## src/differential_drive_odometry_assert.svh

```systemverilog
// Assertion macros for the odometry RTL.
`ifndef DIFFERENTIAL_DRIVE_ODOMETRY_ASSERT_SVH
`define DIFFERENTIAL_DRIVE_ODOMETRY_ASSERT_SVH

// The consequent must hold in the same cycle as the antecedent.
`define DDO_ASSERT_IMP(label, ante, cons, msg) \
  label: assert property (@(posedge clk_i) disable iff (!rst_ni) (ante) |-> (cons)) \
    else $error(msg);

// The consequent must hold in the cycle after the antecedent.
`define DDO_ASSERT_NXT(label, ante, cons, msg) \
  label: assert property (@(posedge clk_i) disable iff (!rst_ni) (ante) |=> (cons)) \
    else $error(msg);

`endif

```

## src/ddo_div.sv

```systemverilog
module ddo_div (
  input  logic        clk_i,
  input  logic        rst_ni,
  input  logic        start_i,
  input  logic [63:0] num_i,
  input  logic [63:0] den_i,
  output logic        done_o,
  output logic [63:0] quot_o
);

  logic        busy_q, busy_d, done_q, done_d;
  logic [5:0]  cnt_q, cnt_d;
  logic [63:0] rem_q, rem_d, q_q, q_d, den_q, den_d;
  logic [64:0] r, rs;
  logic        ge;

  always_comb begin
    r  = {rem_q, q_q[63]};
    ge = r >= {1'b0, den_q};
    rs = r - {1'b0, den_q};
    busy_d = busy_q;
    done_d = 1'b0;
    cnt_d  = cnt_q;
    rem_d  = rem_q;
    q_d    = q_q;
    den_d  = den_q;
    if (start_i) begin
      busy_d = 1'b1;
      cnt_d  = '0;
      rem_d  = '0;
      q_d    = num_i;
      den_d  = den_i;
    end else if (busy_q) begin
      rem_d = ge ? rs[63:0] : r[63:0];
      q_d   = {q_q[62:0], ge};
      cnt_d = cnt_q + 6'd1;
      if (cnt_q == 6'd63) begin
        busy_d = 1'b0;
        done_d = 1'b1;
      end
    end
  end

  always_ff @(posedge clk_i or negedge rst_ni) begin
    if (!rst_ni) begin
      busy_q <= 1'b0;
      done_q <= 1'b0;
      cnt_q  <= '0;
    end else begin
      busy_q <= busy_d;
      done_q <= done_d;
      cnt_q  <= cnt_d;
    end
  end

  always_ff @(posedge clk_i) begin
    rem_q <= rem_d;
    q_q   <= q_d;
    den_q <= den_d;
  end

  assign done_o = done_q;
  assign quot_o = q_q;

endmodule

```

## config.mk

```make
export PLATFORM = sky130hd
export DESIGN_NAME = ddo_div
export DESIGN_NICKNAME = d
export VERILOG_FILES = /design/src/differential_drive_odometry_assert.svh /design/src/ddo_div.sv
export SDC_FILE = /design/constraint.sdc
export NUM_CORES = 1
export LEC_CHECK = 0
export BUFFER_PORTS_ARGS = -buffer_cell sky130_fd_sc_hd__clkbuf_2
export CAP_MARGIN = 20
export CORE_ASPECT_RATIO = 1.4
export CORE_MARGIN = 5
export CORE_UTILIZATION = 60
export DETAILED_ROUTE_END_ITERATION = 6
export MAX_ROUTING_LAYER = met4
export PLACE_DENSITY_LB_ADDON = 0.12
export SYNTH_ARGS = -nofsm -noshare
export SYNTH_HDL_FRONTEND = slang
export SYNTH_SLANG_ARGS = --single-unit
```

## constraint.sdc

```tcl
create_clock -name clk_i -period 9 [get_ports clk_i]
set_clock_uncertainty 0.05 [all_clocks]
set_input_delay 0.9 -clock clk_i [delete_from_list [all_inputs] [get_ports clk_i]]
set_output_delay 0.9 -clock clk_i [all_outputs]
set_load 0.1 [all_outputs]
```

======== Word-level counts from Yosys, hierarchy flattened ========
Cells that the tools add are included.
cells by class
  multiplexer cells ....................... 11
  equal/unequal tests ..................... 1
  magnitude comparators ................... 1
  reductions and logical operators ........ 1
  add/subtract/negate cells ............... 2
operators by type and width
  cell                                         number
  two-way mux 64 bit                           3
  >= comparator 65 x 64 -> 1 bit               1
  subtractor 64 bit                            1
  two-way mux 6 bit                            2
  adder 6 x 1 -> 6 bit, second input constant  1
  == test 6 bit, second input constant         1
  two-way mux 1 bit                            6
  nonzero test 2 bit                           1
word-level totals
  output and inout port bits .............. 65
  bits in registers ....................... 200
  logic and storage cells ................. 22

======== Depth between registers and ports, before layout ========
  word-level depth ........................ 4
  gate-level depth with buffers ........... 16
  gate-level depth less buffers ........... 13

======== Least setup slack after synthesis ========
OpenSTA, ideal clock, no wires.
  path type ............................... register -> register
  start point ............................. register q_q[63] (netlist: quot_o[63])
  end point ............................... register rem_q[48]
  buffers on the path ..................... 0
  slack ................................... 5190 ps
  cell stages (with the launch flop) ...... 14
  data arrival time ....................... 3635 ps
  period minus slack after synthesis ...... 3810 ps
  setup time .............................. 125 ps
  required time ........................... 8825 ps
  path through ............................ edfxtp_1 inv_1 ha_1 fa_1 nand2b_1 a21oi_1 nor2_1 o31ai_1 a21oi_1 o311a_1 nand2_1 a21oi_1 and3_1 o41a_1
between the ends
  cells in the longest elaborated chain, start to end .. 2
RTL lines
  what                                                                 line                          text
  start: declaration                                                   ddo_div.sv:13                 logic [63:0] rem_q, rem_d, q_q, q_d, den_q, den_d;
  start signal: assignment                                             ddo_div.sv:58                 q_q <= q_d;
  subtractor 64 bit or >= comparator 65 x 64 -> 1 bit (tied branches)  ddo_div.sv:20, ddo_div.sv:19
  two-way mux 64 bit *                                                 ddo_div.sv:34                 rem_d = ge ? rs[63:0] : r[63:0];
  end signal: assignment                                               ddo_div.sv:57                 rem_q <= rem_d;
  end: declaration                                                     ddo_div.sv:13
Every way passes the cells marked *; elsewhere a longest branch is shown, timed or not.
A chain may end at the register's enable or synchronous reset.

======== Worst setup path in the final report ========
  start point ............................. register den_q[37]
  end point ............................... register rem_q[37]
between the ends
  cells in the longest elaborated chain, start to end .. 2
RTL lines
  what                                                                 line                          text
  start: declaration                                                   ddo_div.sv:13
  start signal: assignment                                             ddo_div.sv:59                 den_q <= den_d;
  subtractor 64 bit or >= comparator 65 x 64 -> 1 bit (tied branches)  ddo_div.sv:20, ddo_div.sv:19
  two-way mux 64 bit *                                                 ddo_div.sv:34
Marks and branches as above.

==> results.ini <==
[sta]
holdWs_ps=240.9
hold_viol_final=0
setup_tns_ps=0
slew_violations=0
fmax_ghz=0.2550
worst_pin_slew_ps=979.1
setup_ws_ps=5079
maxSlewHeadroom=0.3473
rsz0062_at_grt=false
timing.final.crit_share=0.4357
layout_min_cycle_time_ps=3921
finalSetupViolCount=0

[placed_design]
dp_cells=1612
dpl_worst_slack_ps=5077
dp_hpwl_mm=21.80
place_congestion=0.9600
port_buffers=195

[die]
die_area_um2=22630
start_util=0.6121
ios=196
die_height_um=176
design.core.area_um2=19290
fp.dieW_um=128.6
row_count=60

[clock_tree]
postCtsSetupRepairBufs=0
clk_pin_slew_ps=80
cts_resized=0
cts_sinks=200
cts-hold-fix-buffers=0
htreeDepth=4
cts_made_buffers=17
clock_path_buffers=2
clk_latency_ps=440
cts_tree=done
ctsRootBufferMaster=clkbuf_16

[setup_path]
cp.required_ps=9290
slowest_stage=or4_1
path_cells=inv_1, ha_1, and4_4, nand2_1, or3_1, or3_4, o21ai_2, a211o_2, nand2_4, or4_1, a311oi_1
startpoint_type=flop
cpLargestDelayFamily=simple AND/OR/NAND/NOR gates
cp.arrival_ps=4220
worstSetupEndpointType=flop
cpPeakStageDelay_ps=650
cp_num_buf_inv=1
crit_fanout=54
path_class=flop to flop

[grt]
use_met1=0.3239
grt_pass1_vias=10180
grt_pass1_wl_mm=48.69
grtUsageMet2=0.4630
grt_max_degree=92
met3_usage=0.04752
grt.busiest_layer=met2
grt_overflow=0
globalRouteTotalUtil=0.2715
antenna_found_initial=0

[synth]
yosysTopAreaCell=edfxtp_1
syn-cell-area_um2=11810
syn-instance-count=1219
syn_nets=1416
synth_ff_type=edfxtp_1
syn_area_per_cell_um2=9.688
synth_top_cell_area_share=0.3255
ys_warn_count=0
yosysMostFrequentCell=nand2_1
ys_seq_area_frac=0.4509
synth_cell_types=73
ys_seq_elements=200
yosys-top-cells-count=nand2_1, edfxtp_1, a21oi_1
synth-edff-count=128
yosys-top-cells-area=edfxtp_1, dfxtp_1, ha_1
postSynth.asyncResetShare=0.04000

[routing]
wire_per_inst_um=18.10
firstDrtPassIters=5
drcViolationCount=0
post_drt_via_cell_ratio=6.021
first_iter_violations=805
antenna_left=0
route.vias.total=9898
wirelength_mm=29.75

[layout]
drive_above_1_share=0.2271
final_nets=1580
fin_cells=1644
n_antenna_cell=0
fillerInstances=1542
fin_util=0.7024
synthToLayoutAreaGrowth_pct=14.75

[outcome]
status=complete, no violations

[hold_path]
holdCritPathClass=primary input to async pin

[flow_run]
maxCapViolCount=0

[power]
ir_drop_uv=152.2
leakagePower_nw=5.898
powerDensity_nw_per_um2=172.5

where the power goes:
part           internal, W  total (W)  switching, W
Sequential         0.00104    0.00106     0.0000244
Clock             0.000406   0.000803      0.000397
Combinational     0.000116   0.000473      0.000357
Total              0.00156    0.00234      0.000779
cells in the final DEF, fill, tap and decap left out, types with 7 or more instances in the layout:
| master | instances |
|---|---|
| clkbuf_2 | 194 |
| nand2_1 | 159 |
| edfxtp_1 | 128 |
| a21oi_1 | 87 |
| nor2_1 | 83 |
| inv_1 | 82 |
| mux2_2 | 65 |
| ha_1 | 65 |
| dfxtp_1 | 64 |
| o21ai_0 | 51 |
| a311oi_1 | 37 |
| xnor2_1 | 32 |
| a21o_1 | 27 |
| xor2_1 | 25 |
| nand4_1 | 22 |
| nor3_1 | 19 |
| o21bai_1 | 17 |
| clkbuf_16 | 17 |
| and3_1 | 15 |
| nand3_1 | 15 |
| a31oi_1 | 12 |
| o21a_1 | 11 |
| or3_1 | 11 |
| mux2i_1 | 11 |
| o31ai_1 | 9 |
| and2_1 | 9 |
| nand2b_1 | 7 |
| o211ai_1 | 7 |
| a32oi_1 | 7 |
| dfrtp_1 | 7 |
| buf_4 | 7 |
worst reg2reg max path: stages, from the launching register on:
cell	delay, ps
edfxtp_1	330
inv_1	50
ha_1	470
and4_4	320
nand2_1	50
or3_1	420
or3_4	430
o21ai_2	190
a211o_2	210
nand2_4	380
or4_1	670
a311oi_1	270
logic make-up (layout without fill, tap and decap cells):
group | after synthesis | count (layout) | share of synthesized area
fa+ha+maj | 66 | 66 | 0.07056
buf+inv | 143 | 320 | 0.04683
flops | 200 | 200 | 0.4509
simple gates | 367 | 367 | 0.1428
mux | 76 | 76 | 0.07130
compound gates | 310 | 310 | 0.1753
xor+xnor | 57 | 57 | 0.04227
path summary, 6_finish.rpt:
path,startpoint,endpoint,slack (ps),cells after the start
max,den_q[37]$_DFFE_PP_,rem_q[37]$_SDFFE_PP0P_,5080,11
min,rst_ni,cnt_q[1]$_DFFE_PN0P_,240,1
max reg2reg,den_q[37]$_DFFE_PP_,rem_q[37]$_SDFFE_PP0P_,5080,11
min reg2reg,rem_q[63]$_SDFFE_PP0P_,rem_q[63]$_SDFFE_PP0P_,430,2
max in group asynchronous,rst_ni,busy_q$_DFF_PN0_,8460,1
min in group clk_i,rem_q[63]$_SDFFE_PP0P_,rem_q[63]$_SDFFE_PP0P_,430,2
state kept, by name (all words and copies together) (netlist names):
| name | flops |
|---|---|
| busy_q | 1 |
| cnt_q | 6 |
| done_o | 1 |
| quot_o | 64 |
| rem_q | 64 |
| den_q | 64 |
cell type report:
class / count / area (um2) / area share
inverter: 86 / 322.8 / 0.02382
clock inverter: 15 / 195.2 / 0.01440
multi-input combinational: 876 / 5937 / 0.4381
timing repair buffer: 202 / 1035 / 0.07635
sequential: 200 / 5326 / 0.3930
tap: 248 / 310.3 / 0.02290
clock buffer: 17 / 425.4 / 0.03139
through the flow:
step	area (um2)	total power (W)
after detailed placement	12930	0.001554
final	13550	0.002338
after floorplan	11810	0.001449
after global placement	12930	0.001548
after global routing	13550	0.002425
after CTS	13550	0.002349
per-layer routing:
layer  vias up  wire length [um]  part of all wire
met5         -                 0                 0
met2       329             15080              0.51
li1       4793                 -                 -
met4         0               854             0.029
met1      4701             12440              0.42
met3        75              1380             0.046
Power figures use the tool's default switching activity.
