<file path="config.mk">
export PLATFORM = sky130hd
export DESIGN_NAME = ddo_cordic
export DESIGN_NICKNAME = d
export VERILOG_FILES = /design/src/differential_drive_odometry_assert.svh /design/src/ddo_pkg.sv /design/src/ddo_cordic.sv
export SDC_FILE = /design/constraint.sdc
export NUM_CORES = 1
export LEC_CHECK = 0
export ABC_AREA = 1
export BUFFER_PORTS_ARGS = -buffer_cell sky130_fd_sc_hd__buf_2
export CORE_ASPECT_RATIO = 0.9
export CORE_MARGIN = 10
export CORE_UTILIZATION = 60
export CTS_CLUSTER_SIZE = 10
export DETAILED_ROUTE_END_ITERATION = 12
export PLACE_DENSITY_LB_ADDON = 0.05
export REMOVE_ABC_BUFFERS = 1
export SYNTH_ARGS = -nofsm -noshare
export SYNTH_HDL_FRONTEND = slang
export SYNTH_SLANG_ARGS = --single-unit
</file>
<file path="constraint.sdc">
create_clock -name clk_i -period 13.3 [get_ports clk_i]
set_input_delay 1.33 -clock clk_i [delete_from_list [all_inputs] [get_ports clk_i]]
set_output_delay 1.33 -clock clk_i [all_outputs]
set_load 0.005 [all_outputs]
</file>
<file path="src/differential_drive_odometry_assert.svh">
// Assertion macros for the odometry RTL.
`ifndef DIFFERENTIAL_DRIVE_ODOMETRY_ASSERT_SVH
`define DIFFERENTIAL_DRIVE_ODOMETRY_ASSERT_SVH

// The consequent must hold in the same cycle as the antecedent.
`define DDO_ASSERT_IMP(label, ante, cons, msg) \
  label: assert property (@(posedge clk_i) disable iff (!rst_ni) (ante) |-> (cons)) \
    else $error(msg);

// The consequent must hold in the cycle after the antecedent.
`define DDO_ASSERT_NXT(label, ante, cons, msg) \
  label: assert property (@(posedge clk_i) disable iff (!rst_ni) (ante) |=> (cons)) \
    else $error(msg);

`endif

</file>
<file path="src/ddo_pkg.sv">
package ddo_pkg;

  localparam int TRIG_STEPS_DEF = 16;
  localparam int ANGLE_BITS_DEF = 16;

  localparam logic signed [33:0] CORDIC_START = 34'sd652032874;
  localparam logic signed [33:0] ONE_Q30_34   = 34'sd1073741824;
  localparam logic [31:0]        PI_Q29       = 32'd1686629713;
  localparam logic [31:0]        INV_PI_Q32   = 32'd1367130551;
  localparam logic [63:0]        SERIES_LIMIT = 64'h0000_0000_0800_0000;

  // Reciprocals for exact division by 6 (operand below 2^24, shift 27) and
  // by 120 (operand below 2^18, shift 25).
  localparam logic [31:0]        RECIP_6      = 32'd22369622;
  localparam logic [31:0]        RECIP_120    = 32'd279621;

  localparam logic [23:0] DPT_RESET = 24'd56361;
  localparam logic [31:0] APT_RESET = 32'd2877000;

  localparam int  CFG_IDX_W = 1;
  localparam logic [CFG_IDX_W-1:0] REG_DPT = 1'b0;
  localparam logic [CFG_IDX_W-1:0] REG_APT = 1'b1;

  function automatic logic [31:0] atan_turn(input logic [4:0] idx);
    logic [31:0] r;
    case (idx)
      5'd0:  r = 32'd536870912;
      5'd1:  r = 32'd316933406;
      5'd2:  r = 32'd167458907;
      5'd3:  r = 32'd85004756;
      5'd4:  r = 32'd42667331;
      5'd5:  r = 32'd21354465;
      5'd6:  r = 32'd10679838;
      5'd7:  r = 32'd5340245;
      5'd8:  r = 32'd2670163;
      5'd9:  r = 32'd1335087;
      5'd10: r = 32'd667544;
      5'd11: r = 32'd333772;
      5'd12: r = 32'd166886;
      5'd13: r = 32'd83443;
      5'd14: r = 32'd41722;
      5'd15: r = 32'd20861;
      5'd16: r = 32'd10430;
      5'd17: r = 32'd5215;
      5'd18: r = 32'd2608;
      5'd19: r = 32'd1304;
      5'd20: r = 32'd652;
      5'd21: r = 32'd326;
      5'd22: r = 32'd163;
      5'd23: r = 32'd81;
      default: r = 32'd0;
    endcase
    return r;
  endfunction

  function automatic logic signed [31:0] clamp_unit(input logic signed [33:0] v);
    logic signed [33:0] r;
    if (v > ONE_Q30_34) begin
      r = ONE_Q30_34;
    end else if (v < -ONE_Q30_34) begin
      r = -ONE_Q30_34;
    end else begin
      r = v;
    end
    return r[31:0];
  endfunction

endpackage

</file>
<file path="src/ddo_cordic.sv">
module ddo_cordic import ddo_pkg::*; #(
  parameter int TRIG_STEPS = TRIG_STEPS_DEF,
  parameter int ANGLE_BITS = ANGLE_BITS_DEF
) (
  input  logic               clk_i,
  input  logic               rst_ni,
  input  logic               start_i,
  input  logic [31:0]        angle_i,
  output logic               done_o,
  output logic signed [31:0] cos_o,
  output logic signed [31:0] sin_o
);

  localparam int IW = $clog2(TRIG_STEPS);
  localparam logic [31:0] MASK = ~((32'd1 << (32 - ANGLE_BITS)) - 32'd1);

  logic              busy_q, busy_d, done_q, done_d, flip_q, flip_d;
  logic [IW-1:0]     idx_q, idx_d;
  logic signed [33:0] x_q, x_d, y_q, y_d, z_q, z_d;
  logic [31:0]       t, tw, tf;
  logic signed [33:0] xs, ys, at, xo, yo;

  always_comb begin
    t  = angle_i & MASK;
    tw = t + 32'h4000_0000;
    tf = tw[31] ? t + 32'h8000_0000 : t;
    xs = x_q >>> idx_q;
    ys = y_q >>> idx_q;
    at = $signed({2'b00, atan_turn(5'(idx_q))});
    busy_d = busy_q;
    done_d = 1'b0;
    idx_d  = idx_q;
    flip_d = flip_q;
    x_d = x_q;
    y_d = y_q;
    z_d = z_q;
    if (start_i) begin
      busy_d = 1'b1;
      idx_d  = '0;
      flip_d = tw[31];
      x_d = CORDIC_START;
      y_d = '0;
      z_d = $signed({{2{tf[31]}}, tf});
    end else if (busy_q) begin
      if (!z_q[33]) begin
        x_d = x_q - ys;
        y_d = y_q + xs;
        z_d = z_q - at;
      end else begin
        x_d = x_q + ys;
        y_d = y_q - xs;
        z_d = z_q + at;
      end
      idx_d = idx_q + IW'(1);
      if (idx_q == IW'(TRIG_STEPS - 1)) begin
        busy_d = 1'b0;
        done_d = 1'b1;
      end
    end
    xo = flip_q ? -x_q : x_q;
    yo = flip_q ? -y_q : y_q;
  end

  always_ff @(posedge clk_i or negedge rst_ni) begin
    if (!rst_ni) begin
      busy_q <= 1'b0;
      done_q <= 1'b0;
      idx_q  <= '0;
    end else begin
      busy_q <= busy_d;
      done_q <= done_d;
      idx_q  <= idx_d;
    end
  end

  always_ff @(posedge clk_i) begin
    flip_q <= flip_d;
    x_q <= x_d;
    y_q <= y_d;
    z_q <= z_d;
  end

  assign done_o = done_q;
  assign cos_o  = clamp_unit(xo);
  assign sin_o  = clamp_unit(yo);

endmodule

</file>
# Yosys cells after proc, flatten, opt, wreduce, memory -nomap -nowiden
# Memories as Yosys holds them, arrays and structs flattened.
# Index checks and enable logic that the tools add are counted.
[totals]
ff_bits = 109
latchBits = 0
ramBits = 0
rom_bits = 480
in_bits = 35
wordCells = 47
n_memories = 1
[op_classes]
add_sub_neg = 11
multipliers = 0
div = 0
magnitude_cmp = 4
n_eq_ne = 1
shift = 2
n_mux = 20
bitwise = 0
n_reduce_logical = 1
[mem_list]
columns = ["name", "words", "width", "rd", "rd_clocked_by_memory_dff", "write_ports", "line", "rtl"]
rows = [
  ["(no name shown)", 16, 30, 1, 0, 0, "ddo_pkg.sv:26", "case (idx)"],
]
[op_table]
columns = ["operator", "count"]
rows = [
  ["$mux 34", 7],
  ["$mux 32", 5],
  ["$add 34x34->34", 2],
  ["$gt 34x32->1 const B", 2],
  ["$lt 34x31->1 const B", 2],
  ["$neg 34->34", 2],
  ["$sshr 34x4->34", 2],
  ["$sub 34x34->34", 2],
  ["$add 34x33->34", 1],
  ["$sub 34x33->34", 1],
  ["$add 32x31->32 const B", 1],
  ["$add 32x32->32 const B", 1],
  ["$mux 4", 2],
  ["$mux 1", 6],
  ["$add 4x1->4 const B", 1],
  ["$eq 4x4->1 const B", 1],
  ["$reduce_bool 2->1", 1],
]

# Depth between registers and ports, before layout
# Gate-level depths: netlist of the first run.
[logic_depth]
depth_word = 5
ltp_mapped = 37
depth_no_buf = 35

# Worst setup path before layout of the first run
# OpenSTA, ideal clock, no wires.
[synth_path]
kind = "flip-flop to flip-flop"
start = "register idx_q[1]"
end = "register z_q[27] (data pin)"
setup_time_ns = 0.254
t_arrival_ns = 4.180
required_ns = 13.046
slack_ns = 8.866
stages_incl_launch_ff = 29
n_path_buf = 2
path_cell_list = "dfrtp_1 -> buf_2 -> clkinv_2 -> buf_2 -> ha_1 -> inv_1 -> nor2_1 -> o21ai_2 -> nand2_1 -> inv_1 -> ha_1 -> inv_1 -> o41ai_1 -> xor2_1 -> inv_1 -> ha_1 -> a21oi_1 -> nand3_1 -> nand2_1 -> nand3_1 -> nand2_1 -> nand2_1 -> nand2_1 -> nand2_1 -> a21boi_0 -> o21ai_0 -> or2_2 -> nand3_1 -> nand2_1"
[synth_between]
elab_chain_len = 5
word_cells_on_any_way = 6
classes_between = "add/sub: 2; mux: 3; memory: 1"
[synth_lines]
columns = ["element", "line", "rtl"]
rows = [
  ["start: declaration", "ddo_cordic.sv:18", "logic [IW-1:0] idx_q, idx_d;"],
  ["start signal: assignment", "ddo_cordic.sv:72", "idx_q <= idx_d;"],
  ["$mem_v2 16x30 *", "n/a", ""],
  ["$sub 34x33->34 or $add 34x33->34 (tied branches)", "ddo_cordic.sv:48, ddo_cordic.sv:52", ""],
  ["$mux 34 *", "ddo_cordic.sv:45", "if (!z_q[33]) begin"],
  ["$mux 34 *", "ddo_cordic.sv:44", "end else if (busy_q) begin"],
  ["$mux 34 *", "ddo_cordic.sv:37", "if (start_i) begin"],
  ["via z_d[27]", "ddo_cordic.sv:19", "logic signed [33:0] x_q, x_d, y_q, y_d, z_q, z_d;"],
  ["end signal: assignment", "ddo_cordic.sv:80", "z_q <= z_d;"],
  ["end: declaration", "ddo_cordic.sv:19", ""],
]
# The timed path passes the listed nets; every way through them passes the cells marked *. The select of a mux whose other input is x is not followed.
# A chain may end at the register's enable or synchronous reset.

# Final worst setup path of the first run
[layout_path]
start = "register idx_q[0]"
end = "register z_q[29] (data pin)"
# Same word-level chain as after synthesis.

==> results of run 1 <==
[cells in the mapped netlist (9+ instances only)]
master / number / area (um^2)
nand3_1: 392 / 1960
inv_2: 14 / 52.6
ha_1: 115 / 1440
edfxtp_1: 35 / 1050
o22ai_1: 12 / 75.1
o221ai_1: 9 / 78.8
clkbuf_1: 41 / 154
buf_6: 13 / 146
inv_1: 317 / 1190
buf_2: 47 / 235
xor2_1: 143 / 1250
a21boi_0: 17 / 128
nor2_1: 326 / 1220
or2_2: 20 / 125
nand2_1: 801 / 3010
dfxtp_1: 68 / 1360
nand3b_1: 10 / 75.1
o21a_1: 14 / 105
nor2_2: 12 / 75.1
a21oi_1: 236 / 1180
a21o_1: 17 / 128
o211ai_1: 16 / 120
xnor2_1: 41 / 359
o21ai_1: 21 / 105
o21ai_0: 157 / 786
nand4_1: 27 / 169
nor3_1: 33 / 165
buf_1: 16 / 60.1
buf_4: 9 / 67.6
a31oi_1: 29 / 181
[power by group through the flow]
stage / Sequential, W / Combinational (W) / Clock (W)
2_1_floorplan: 0.000668 / 0.00365 / 0
3_3_place_gp: 0.000746 / 0.00462 / 0
3_5_place_dp: 0.000749 / 0.00474 / 0
4_1_cts: 0.000744 / 0.00476 / 0.000291
5_1_grt: 0.000760 / 0.00549 / 0.000304
6_report: 0.000751 / 0.00485 / 0.000289
[routing by layer]
metal / part of all wire, % / up-vias / GRT usage [%]
li1: - / 10243 / -
met5: 0 / - / 0
met1: 45 / 9422 / 42.4
met3: 8.6 / 86 / 4.48
met4: 2.4 / 0 / 8.53
met2: 44 / 890 / 50.2
[sequential cells by signal (all words and copies together) (netlist names)]
signal  count
idx_q       4
flip_q      1
y_q        34
x_q        34
done_o      1
z_q        34
busy_q      1
[final cells by class]
type                    instances  area share, %
repair buffers                 97           2.79
inverters                     335           6.76
flip-flops and latches        109           13.8
clock buffers                  10           1.28
well taps                     403           2.70
multi-input cells            2529           72.4
clock inverters                 6          0.295
[stage by stage]
step / area [um^2] / util, % / power (W) / std cells
4_1_cts: 18600 / 62.7 / 0.00580 / 3489
2_1_floorplan: 17300 / - / 0.00432 / 2973
5_1_grt: 18600 / 62.7 / 0.00655 / 3489
3_3_place_gp: 18400 / 61.7 / 0.00537 / 3473
3_5_place_dp: 18400 / 61.7 / 0.00549 / 3473
6_report: 18600 / 62.7 / 0.00589 / 3489
[worst min-delay path by stage]
stage                         to    from  slack [ps]  cells past startpoint
after global routing      y_q[3]  y_q[3]         640                      2
after detailed placement  x_q[2]  x_q[2]         590                      2
after global placement    x_q[2]  x_q[2]         580                      2
final                     x_q[2]  x_q[2]         600                      2
after floorplan           y_q[2]  y_q[2]         520                      2
after CTS                 x_q[2]  x_q[2]         600                      2
[logic make-up after synthesis]
logic type / count (synthesis) / synth area share [%]
compound gates: 570 / 18.1
mux: 1 / 0.0557
simple gates: 1656 / 39.6
xor+xnor: 184 / 8.96
buf+inv: 461 / 10.7
flops: 109 / 14.2
fa+ha+maj: 118 / 8.34
[worst min-delay path, stage by stage, from the launching register on]
cell	delay, ps
dfxtp_1	380
inv_2	100
o22ai_1	80
==> run metrics, run 1 <==
Avg Synthesized Cell Area=5.80 um^2; vias per inst=5.92; worst path required time=13440 ps; CTS HTree Levels=3; Worst R2R Setup Slack=7020 ps; IR drop worst, VDD=0.000246 V; commonest non-fill, non-tap cell in the layout=nand2_1; worst skew pair latency=380 ps; post-CTS sizing=0; Final setup viols=0; Synth Register Bits=109; outcome=finished, final reports clean; Routed wire per std cell=17.2 um; Worst-Margin Slew=1220 ps; most frequent cells in the layout=nand2_1, nand3_1, nor2_1; CP arrival=6420 ps; Netlist cell types=62; Post-DRT Antenna Nets=0; P_sw=0.00349 W; Post-synth EDFFs=35; crit path kind=flop to flop; Routability Congestion=0.978; CP max FO=82; Fillers=3070; gr usage total=31.1%; Final Skew=13.4 ps; min cycle time layout=6280 ps; Ports=100; Worst Hold Class=flop to flop; number of global-route vias before repair=18444; Die H=184 um; cell mode on critical path=inv_1; asr flop ratio synth=5.50%; fmax=0.159 GHz; drt first pass iters=8; GR Overflow Total=0; Reg2Reg Launch Point=idx_q[0]; fin crit share=47.2%; setup repair bufs after CTS=0; register share of total power=12.7%; Die X=202 um; cell internal pwr=0.00240 W; CTS Root Cell=clkbuf_16; largest delay contributor family on the critical path=compound AO/OA/AOI/OAI gates; Critical Path Source=idx_q[0]; Sequential Area=2570 um^2; final hold slack=596 ps; Ant. Diodes=0; I/O Buffers=83; Max-cap violations=0; Yosys Warn Count=0; nets@finish=3234; initial antenna violation count=0; Slew Limit Fails=0; hold-fix buffer count after cts=0; pre-CTS setup slack=7190 ps; RSZ-0062 raised after global routing=false; cell at the slowest stage of the critical path=buf_4; critical path's largest stage delay=680 ps; Hold Fails Final Rpt=0; initial core utilization=60.5%; fraction of final layout cells with drive strength greater than 1=6.64%; register area share after synthesis=14.2%; # DRC=0; synthesized instance count=3099; first-pass GRT wire length=96.0 mm; CP endpoint=z_q[29]; CTS tree=done; Clock Sinks=109; R2R Path End=z_q[29]; final worst slack=7020 ps; WL final=60.1 mm; Syn Std Cell Area=18000 um^2; Crit path buffers/inverters=6; Switching Share=59.2%; Vias=20641; Syn-to-layout area delta=3.68%; Max-slew headroom=18.9%; die area=37300 um^2; Starting DRT DRC Count=2411; P_leak=9.52 nW; Final HPWL DP=47.0 mm; Clock transition at path regs=80 ps; Cell Rows=60; Final TNS setup=0 ps; Clock power frac=4.9%; largest net degree at the start of global routing=83; Worst R2R Path Depth=25; critical path depth=25; Startpoint Class=flop; core area=29700 um^2; Inserted Clock Buffers=9; worst-case clock buffer depth=2; Gate power share=82.3%; PD cells=316 nW/um^2; Synth Flop Type=dfxtp_1; Multi-input gate area=13500 um^2; CP Capture Type=flop
No activity file was read; power rests on OpenSTA's default activity.
==> inputs of run 2 (changes only) <==
--- a/config.mk
+++ b/config.mk
@@ -5,11 +5,11 @@
 export SDC_FILE = /design/constraint.sdc
 export NUM_CORES = 1
 export LEC_CHECK = 0
-export ABC_AREA = 1
+export ABC_AREA = 0
 export BUFFER_PORTS_ARGS = -buffer_cell sky130_fd_sc_hd__buf_2
 export CORE_ASPECT_RATIO = 0.9
 export CORE_MARGIN = 10
-export CORE_UTILIZATION = 60
+export CORE_UTILIZATION = 58
 export CTS_CLUSTER_SIZE = 10
 export DETAILED_ROUTE_END_ITERATION = 12
 export PLACE_DENSITY_LB_ADDON = 0.05
==> constraint.sdc (replaced) <==
create_clock -name clk_i -period 5.3 [get_ports clk_i]
set_input_delay 0.53 -clock clk_i [delete_from_list [all_inputs] [get_ports clk_i]]
set_output_delay 0.53 -clock clk_i [all_outputs]
set_load 0.005 [all_outputs]
==> run 2 against run 1 <==
  * The run now ends with setup timing left
  * Sequential share of layout area is 2.8 points lower
  * Routed wire length increased by 17%
  * Register-to-register slack got worse by 7300 ps
  * Via count up 1.5%
  * Count of clock-buffer cells in the layout unchanged
  * Hold slack worse by 170 ps
  * Critical path depth is 1 lower
  * Sequential power rose by 140%
  * Setup slack got worse by 7300 ps
  * Clock power grew to 2.8 times the previous value
  * Non-clock buffer count grew 459
  * Largest cell class unchanged
  * Largest power group unchanged
==> run metrics, run 2 <==
outcome=finished with violations; failing checks=setup timing; Worst Hold Class=input pin to flop; Synth Flop Type=dfxtp_1; pre-CTS setup slack=-444 ps; die area=38900 um^2; number of global-route vias before repair=19323; P_sw=0.00913 W; synthesized instance count=2391; initial core utilization=58.9%; Die H=188 um; Netlist cell types=92; asr flop ratio synth=5.50%; final worst slack=-265 ps; most common cell in the netlist=nor2_1; RSZ-0062 raised after global routing=true; Routability Congestion=1.02; CP max FO=7; CTS Root Cell=clkbuf_16; worst path required time=5580 ps; CP arrival=5850 ps; most frequent cells in the layout=buf_4, nor2_1, nand2_1; CTS tree=done; Synth area leaders=mux4_2, ha_1, dfxtp_1, nor2_1, edfxtp_1; Final Skew=7.02 ps; Final HPWL DP=53.0 mm; Regs by FF count=x_q (34), y_q (34), z_q (34); Hold Fails Final Rpt=0; min cycle time layout=5560 ps; Clock Sinks=109; Syn Std Cell Area=18200 um^2; Routed wire per std cell=22.1 um; Clock power frac=4.4%; gr usage total=34.6%; register share of total power=9.9%; Ports=100; Sequential Area=2570 um^2; cell taking the most area after synthesis=mux4_2; Post-synth top cells=nor2_1, nand2_1, a21oi_1; Yosys Warn Count=0; Post-synth EDFFs=35; vias per inst=6.57; # DRC=0; crit path kind=flop to flop; first-pass GRT wire length=108 mm; fin crit share=105%; initial antenna violation count=1; drt first pass iters=8; Syn-to-layout area delta=28.3%; Inserted Clock Buffers=9; Worst-Margin Slew=1150 ps; register area share after synthesis=14.1%; Slew Limit Fails=0; Final TNS setup=-813 ps; Ant. Diodes=0; WL final=70.4 mm; Switching Share=49.7%; Multi-input gate area=15600 um^2; Post-DP Area=21600 um^2; CP Capture Type=flop; fmax=0.180 GHz; Startpoint Class=flop; Avg Synthesized Cell Area=7.61 um^2; Final Util=75.5%; GR Overflow Total=0; Clock transition at path regs=90 ps; Max-cap violations=0; nets@finish=2926; CTS HTree Levels=3; Synth Register Bits=109; fraction of final layout cells with drive strength greater than 1=31.2%; worst-case clock buffer depth=2; commonest non-fill, non-tap cell in the layout=buf_4; Hold Crit Depth=3; largest net degree at the start of global routing=68; Max-slew headroom=23.0%; worst skew pair latency=400 ps; IR drop worst, VDD=0.000664 V; Fillers=2382; I/O Buffers=83; cell internal pwr=0.00925 W; Vias=20950; Worst R2R Path Depth=24; Gate power share=85.7%; Post-DRT Antenna Nets=0; Die X=207 um; Synth top area share=9.53%; Final setup viols=7; core area=30900 um^2; fin area=23300 um^2; PD cells=787 nW/um^2; P_leak=10.6 nW; Cell Rows=61; Starting DRT DRC Count=2455
## run 2: final timing paths
kind                       endpoint        start  slack, ps
max                         x_q[33]     idx_q[0]       -260
min                         z_q[29]  angle_i[29]        430
max reg2reg                 x_q[33]     idx_q[0]       -260
min reg2reg                  x_q[0]       x_q[0]        600
max in group asynchronous  idx_q[3]       rst_ni       4620
min in group asynchronous    busy_q       rst_ni        490
## run 2: final cells by class
| class | count | area share, % |
|---|---|---|
| Clock buffer | 10 | 0.981 |
| Clock inverter | 6 | 0.327 |
| Inverter | 52 | 0.863 |
| Multi-Input combinational cell | 2045 | 66.7 |
| Sequential cell | 109 | 11.0 |
| Tap cell | 409 | 2.19 |
| Timing Repair Buffer | 556 | 17.9 |
## run 2: kinds of logic (layout without fill, tap and decap cells)
kind of cell	after synthesis	count (layout)	synth area share [%]
multiplexers	187	187	15.9
AND/OR/NAND/NOR	820	820	21.0
buffers and inverters	237	624	5.24
adder cells (fa/ha/maj)	118	118	8.24
XOR/XNOR	231	231	11.1
AO/OA/AOI/OAI	689	689	24.5
flip-flops	109	109	14.1
## run 2: power groups by stage
| stage | registers, W | logic (W) | clock network, W |
|---|---|---|---|
| finish | 0.00183 | 0.0157 | 0.000801 |
| global route | 0.00185 | 0.0171 | 0.000821 |
| CTS | 0.00178 | 0.0144 | 0.000796 |
| detailed placement | 0.00180 | 0.0140 | 0 |
| global placement | 0.00177 | 0.0136 | 0 |
| floorplan | 0.00195 | 0.00878 | 0 |
## run 2: through the flow
step	power, W	hold WS, ps	instances
5_1_grt	0.0198	433	3187
3_5_place_dp	0.0158	377	3120
3_3_place_gp	0.0153	368	3120
4_1_cts	0.0170	426	3152
6_report	0.0184	427	3187
2_1_floorplan	0.0107	234	2206
## run 2: critical path, cell delays in order, from the launching register on
cell and delay [ps]:
dfrtp_4 540, buf_12 170, buf_8 120, buf_8 120, mux4_2 500, mux4_2 540, nor3_4 230, nand4_1 210
or4_4 610, nor3_4 260, a21oi_2 90, xnor2_1 140, nor2_1 160, a21oi_2 50, ha_1 370, buf_6 150
inv_4 70, nor2_4 40, nor2_4 150, a21oi_4 80, o41ai_4 320, buf_4 180, a2111oi_4 30, o211ai_1 190
o31ai_1 90
## run 2: timing repair
item                                   4_1_cts  5_1_grt
hold buffers                                 1        0
endpoints found under the hold margin        6        0
gates resized for setup                     51      175
cloned                                       1        1
pin swaps                                   20      107
setup endpoints to repair                   56       76
buffers inserted                            15       39
## run 2: per-layer routing
layer  share of wire, %  global-route usage, %  vias up
met3                 12                   6.77      194
met2                 43                   51.1     1242
li1                   -                      -     9552
met1                 42                   49.6     9960
met4                3.5                   10.3        2
met5              0.016                      0        -
